[config.mk]
export PLATFORM = sky130hd
export DESIGN_NAME = psq_sum
export DESIGN_NICKNAME = d
export VERILOG_FILES = /design/src/rtl/core/psq_pkg.sv /design/src/rtl/core/psq_sum.sv
export SDC_FILE = /design/constraint.sdc
export NUM_CORES = 1
export LEC_CHECK = 0
export ABC_CLOCK_PERIOD_IN_PS = 4300
export BUFFER_PORTS_ARGS = -buffer_cell sky130_fd_sc_hd__buf_4
export CAP_MARGIN = 20
export CELL_PAD_IN_SITES_DETAIL_PLACEMENT = 1
export CELL_PAD_IN_SITES_GLOBAL_PLACEMENT = 2
export CORE_MARGIN = 10
export CORE_UTILIZATION = 28
export DETAILED_ROUTE_END_ITERATION = 8
export GPL_ROUTABILITY_DRIVEN = 0
export PLACE_DENSITY = 0.82
export SYNTH_ARGS = -nofsm -noshare
export SYNTH_HDL_FRONTEND = slang
export SYNTH_SLANG_ARGS = --single-unit
[constraint.sdc]
create_clock -name clk -period 4.3 [get_ports clk]
set_input_delay 0.215 -clock clk [delete_from_list [all_inputs] [get_ports clk]]
set_output_delay 0.215 -clock clk [all_outputs]
set_load 0.01 [all_outputs]
[src/rtl/core/psq_pkg.sv]
// ----------------------------------------------------------------------------
// psq_pkg
// types and constants shared by the polynomial square pipeline
// ----------------------------------------------------------------------------
package psq_pkg;

  localparam int unsigned COEF_W = 32;
  localparam int unsigned PROD_W = 2 * COEF_W;
  localparam int unsigned SUM_W  = PROD_W + 2;
  localparam int unsigned FRAC_BITS = 16;
  localparam int unsigned ORDER_W = 3;

  typedef logic signed [COEF_W-1:0] coef_t;
  typedef logic signed [PROD_W-1:0] prod_t;
  typedef logic [ORDER_W-1:0] order_t;

  // order codes: number of coefficients in use
  localparam order_t ORDER_CONST = 3'd1;
  localparam order_t ORDER_LIN   = 3'd2;
  localparam order_t ORDER_QUAD  = 3'd3;
  localparam order_t ORDER_CUBIC = 3'd4;

  localparam coef_t Q_MAX = 32'sh7FFF_FFFF;
  localparam coef_t Q_MIN = 32'sh8000_0000;

  typedef struct packed {
    coef_t coef_0;
    coef_t coef_1;
    coef_t coef_2;
    coef_t coef_3;
  } in_item_t;

  typedef struct packed {
    prod_t  p00;
    prod_t  p01;
    prod_t  p02;
    prod_t  p11;
    prod_t  p12;
    prod_t  p03;
    order_t order;
  } prod_set_t;

  typedef struct packed {
    coef_t  sq_0;
    coef_t  sq_1;
    coef_t  sq_2;
    coef_t  sq_3;
    order_t order_out;
  } out_item_t;

endpackage

[src/rtl/core/psq_sum.sv]
// ----------------------------------------------------------------------------
// psq_sum
// sum stage: weighted sums, floor to Q16.16, saturate, mask by order
// ----------------------------------------------------------------------------
module psq_sum (
  input  logic                clk,
  input  logic                en,
  input  psq_pkg::prod_set_t  prods,
  output psq_pkg::out_item_t  result
);

  typedef logic signed [psq_pkg::SUM_W-1:0] sum_t;
  localparam int unsigned SHIFT_W = psq_pkg::SUM_W - psq_pkg::FRAC_BITS;

  function automatic sum_t ext(input psq_pkg::prod_t p);
    ext = psq_pkg::SUM_W'(p);
  endfunction

  // floor shift then clamp to 32 bits
  function automatic psq_pkg::coef_t sat(input sum_t s);
    logic signed [SHIFT_W-1:0]           t;
    logic [SHIFT_W-psq_pkg::COEF_W:0]    top;
    t   = SHIFT_W'(s >>> psq_pkg::FRAC_BITS);
    top = t[SHIFT_W-1:psq_pkg::COEF_W-1];
    if ((&top) || !(|top)) begin
      sat = t[psq_pkg::COEF_W-1:0];
    end else if (t[SHIFT_W-1]) begin
      sat = psq_pkg::Q_MIN;
    end else begin
      sat = psq_pkg::Q_MAX;
    end
  endfunction

  sum_t s0, s1, s2, s3;

  always_comb begin
    s0 = ext(prods.p00);
    s1 = ext(prods.p01) <<< 1;
    s2 = (ext(prods.p02) <<< 1) + ext(prods.p11);
    s3 = (ext(prods.p12) <<< 1) + (ext(prods.p03) <<< 1);
  end

  always_ff @(posedge clk) begin
    if (en) begin
      result.sq_0      <= sat(s0);
      result.sq_1      <= (prods.order >= psq_pkg::ORDER_LIN)   ? sat(s1) : '0;
      result.sq_2      <= (prods.order >= psq_pkg::ORDER_QUAD)  ? sat(s2) : '0;
      result.sq_3      <= (prods.order >= psq_pkg::ORDER_CUBIC) ? sat(s3) : '0;
      result.order_out <= prods.order;
    end
  end

endmodule

==> impl_metrics.py <==
metrics = {
    "status": {
        "status": "finished, final reports clean",
    },
    "layout": {
        "layout.nets": 2850,
        "mostFrequentLayoutCells": "buf_4, a21oi_1, nand2_1",
        "largest_reg_flops": 131,
        "fin_util": 0.404,
        "synthToLayoutAreaGrowth_pct": 42.8,
        "layout_commonest_cell": "buf_4",
        "largest_registers": "result (131)",
        "top_register": "result",
        "fin_cells": 3025,
        "drive_above_1_share": 0.310,
    },
    "worst_setup_path": {
        "critPathCaptureType": "flip-flop",
        "critPathRequiredTime_ps": 4500,
        "cp.arrival_ps": 4330,
        "start_kind": "input pin",
        "cpMaxStageDelayCell": "a2111oi_1",
        "cp_cell_sequence": "buf_4, ha_1, a21oi_1, o21ai_0, a21oi_1, o31ai_1, a2111oi_1, buf_4, o41ai_1, xnor2_1, nand4_1, or4_1, and3b_1, buf_12, a31o_1",
        "critical_path_class": "in -> reg",
        "path_max_fanout": 21,
        "slowest_delay_ps": 690,
    },
    "sta": {
        "holdWs_ps": 31.3,
        "worst_slew_pin_slew_ps": 836,
        "fin_ws_ps": 169,
        "fmax_mhz": 242,
        "fin_crit_sh": 0.961,
        "rsz0062_at_grt": "false",
        "final_hold_viol_count": 0,
        "finalSetupViolCount": 0,
        "relSlewSlack": 0.443,
        "min_period_ps": 4130,
        "maxSlewViolCount": 0,
    },
    "floorplanning": {
        "io_pins": 520,
        "fp.coreArea_sq_um": 50200,
        "dieArea_sq_um": 60100,
        "die_width_um": 245,
        "num_rows": 82,
        "die_y_um": 245,
        "start_util": 0.283,
    },
    "power": {
        "p_int_mw": 3.60,
        "sw_frac_of_total": 0.370,
        "p_leak_nw": 8.51,
        "switchingPower_mw": 2.11,
        "p_per_area_nw_per_um2": 282,
        "pwr-share-comb": 0.437,
        "total_power_mw": 5.71,
        "clkPwrFrac": 0.282,
        "share_seq_of_total_power": 0.282,
        "vdd.ir_drop.worst_mv": 0.253,
    },
    "clock_tree": {
        "cts_buffers": 17,
        "cts_max_level": 4,
        "cts_setup_buffers": 0,
        "clock_sinks": 131,
        "cts_tree": "built",
        "cts-root-buf": "clkbuf_16",
        "cts_buffer_depth": 2,
        "path_clk_slew_ps": 60,
    },
    "global_route": {
        "gr-total-overflow": 0,
        "antenna_found_initial": 6,
        "grt.total_usage": 0.234,
        "grt_pass1_vias": 17700,
        "grt_max_degree": 83,
        "grt_pass1_wl_um": 109000,
    },
    "detailed_routing": {
        "drt-initial-drc-count": 1295,
        "routedWlPerCell_um": 24.5,
        "drt.antenna.violating_nets": 0,
        "wl_um": 74100,
        "dr.pass1.iters": 5,
        "vias_per_cell": 5.69,
        "drcViolationCount": 0,
        "num_vias": 17200,
    },
    "run": {
        "drv_cap": 0,
    },
    "place": {
        "dpl.cell_count": 2985,
        "place_ws_ps": -193,
        "io_buffers": 487,
        "dp_hpwl_um": 63400,
    },
    "synth": {
        "ys_async_sr_fraction": 0,
        "synth_cells": 1759,
        "syn-cell-area_sq_um": 14200,
        "synth_edf_count": 131,
        "avgSynthCellArea_sq_um": 8.07,
        "synth-seq-cells": 131,
        "synthesis.nets": 2274,
        "ys_dominant_reg_cell": "edfxtp_1",
        "yosysWarnings": 0,
        "synth.yosys.seq_area_share": 0.277,
        "synthDistinctLibCells": 90,
    },
    "min_path": {
        "min_from": "prods[367]",
        "hold_path_class": "in -> reg",
        "holdPathEnd": "result[127]",
        "min_path_cells": 2,
    },
}
## worst max-delay path by stage
stage	start	endpoint
2_1_floorplan	prods[167]	result[35]
3_3_place_gp	prods[161]	result[58]
3_5_place_dp	prods[161]	result[51]
4_1_cts	prods[161]	result[53]
5_1_grt	prods[161]	result[52]
6_report	prods[161]	result[51]
## critical path, delay by kind of cell
family | cells | cell delay, ps
buf+inv | 3 | 520
compound gates | 7 | 2030
xor+xnor | 1 | 210
simple gates | 3 | 900
fa+ha+maj | 1 | 440
## stage by stage
step / instance area (sq um) / setup TNS, ps
2_1_floorplan: 14200 / 0
3_3_place_gp: 19600 / -3560
3_5_place_dp: 19600 / -5650
4_1_cts: 20300 / 0
5_1_grt: 20300 / 0
6_report: 20300 / 0
## per-layer routing
layer / global-route usage / part of all wire
met5: 0 / 0.00013
met4: 0.0809 / 0.023
met3: 0.0459 / 0.079
met2: 0.383 / 0.47
met1: 0.302 / 0.43
## timing repair
item / CTS / global route
setup endpoints to repair: 0 / 28
gates resized for setup: 0 / 1
hold buffers: 3 / 0
hold endpoints to repair: 3 / 0
## cell usage after synthesis, types with 19 or more instances
cell type | number | area share
a21oi_1 | 217 | 0.077
xor2_1 | 33 | 0.020
o21ai_1 | 49 | 0.017
a211oi_1 | 28 | 0.015
edfxtp_1 | 131 | 0.28
o21a_1 | 25 | 0.013
nand3_1 | 27 | 0.0095
ha_1 | 126 | 0.11
o211ai_1 | 19 | 0.010
clkbuf_1 | 58 | 0.015
a31o_1 | 31 | 0.019
nand4_1 | 89 | 0.039
a21o_1 | 56 | 0.030
nor3_1 | 46 | 0.016
nor2_1 | 157 | 0.042
xnor2_1 | 47 | 0.029
buf_2 | 39 | 0.014
o21ai_0 | 103 | 0.036
nor4_1 | 29 | 0.013
inv_1 | 36 | 0.0095
nand2_1 | 167 | 0.044
## final cells by class
type                       count  area [sq um]
inverter                      36           135
tap                          672           841
clock buffer                  18           429
antenna                        5          12.5
sequential                   131          3930
multi-input combinational   1486          9670
fill                        6069         29900
timing repair buffer         663          5040
clock inverter                14           200
## power by group through the flow
stage	sequential, mW	combinational (mW)	clock (mW)
floorplan	1.69	1.18	0
finish	1.61	2.50	1.61
global route	1.62	2.68	1.70
detailed placement	1.63	2.45	0
CTS	1.61	2.46	1.64
global placement	1.63	2.40	0
## cells by family after synthesis
family,after synthesis,share of synthesized area
AOI/OAI and AO/OA,667,0.302
adders and majority gates,126,0.111
buffers and inverters,142,0.0437
xor gates and xnor gates,80,0.0494
and+or+nand+nor,611,0.215
DFF,131,0.277
muxes,2,0.00150
(Power assumes the default switching activity.)
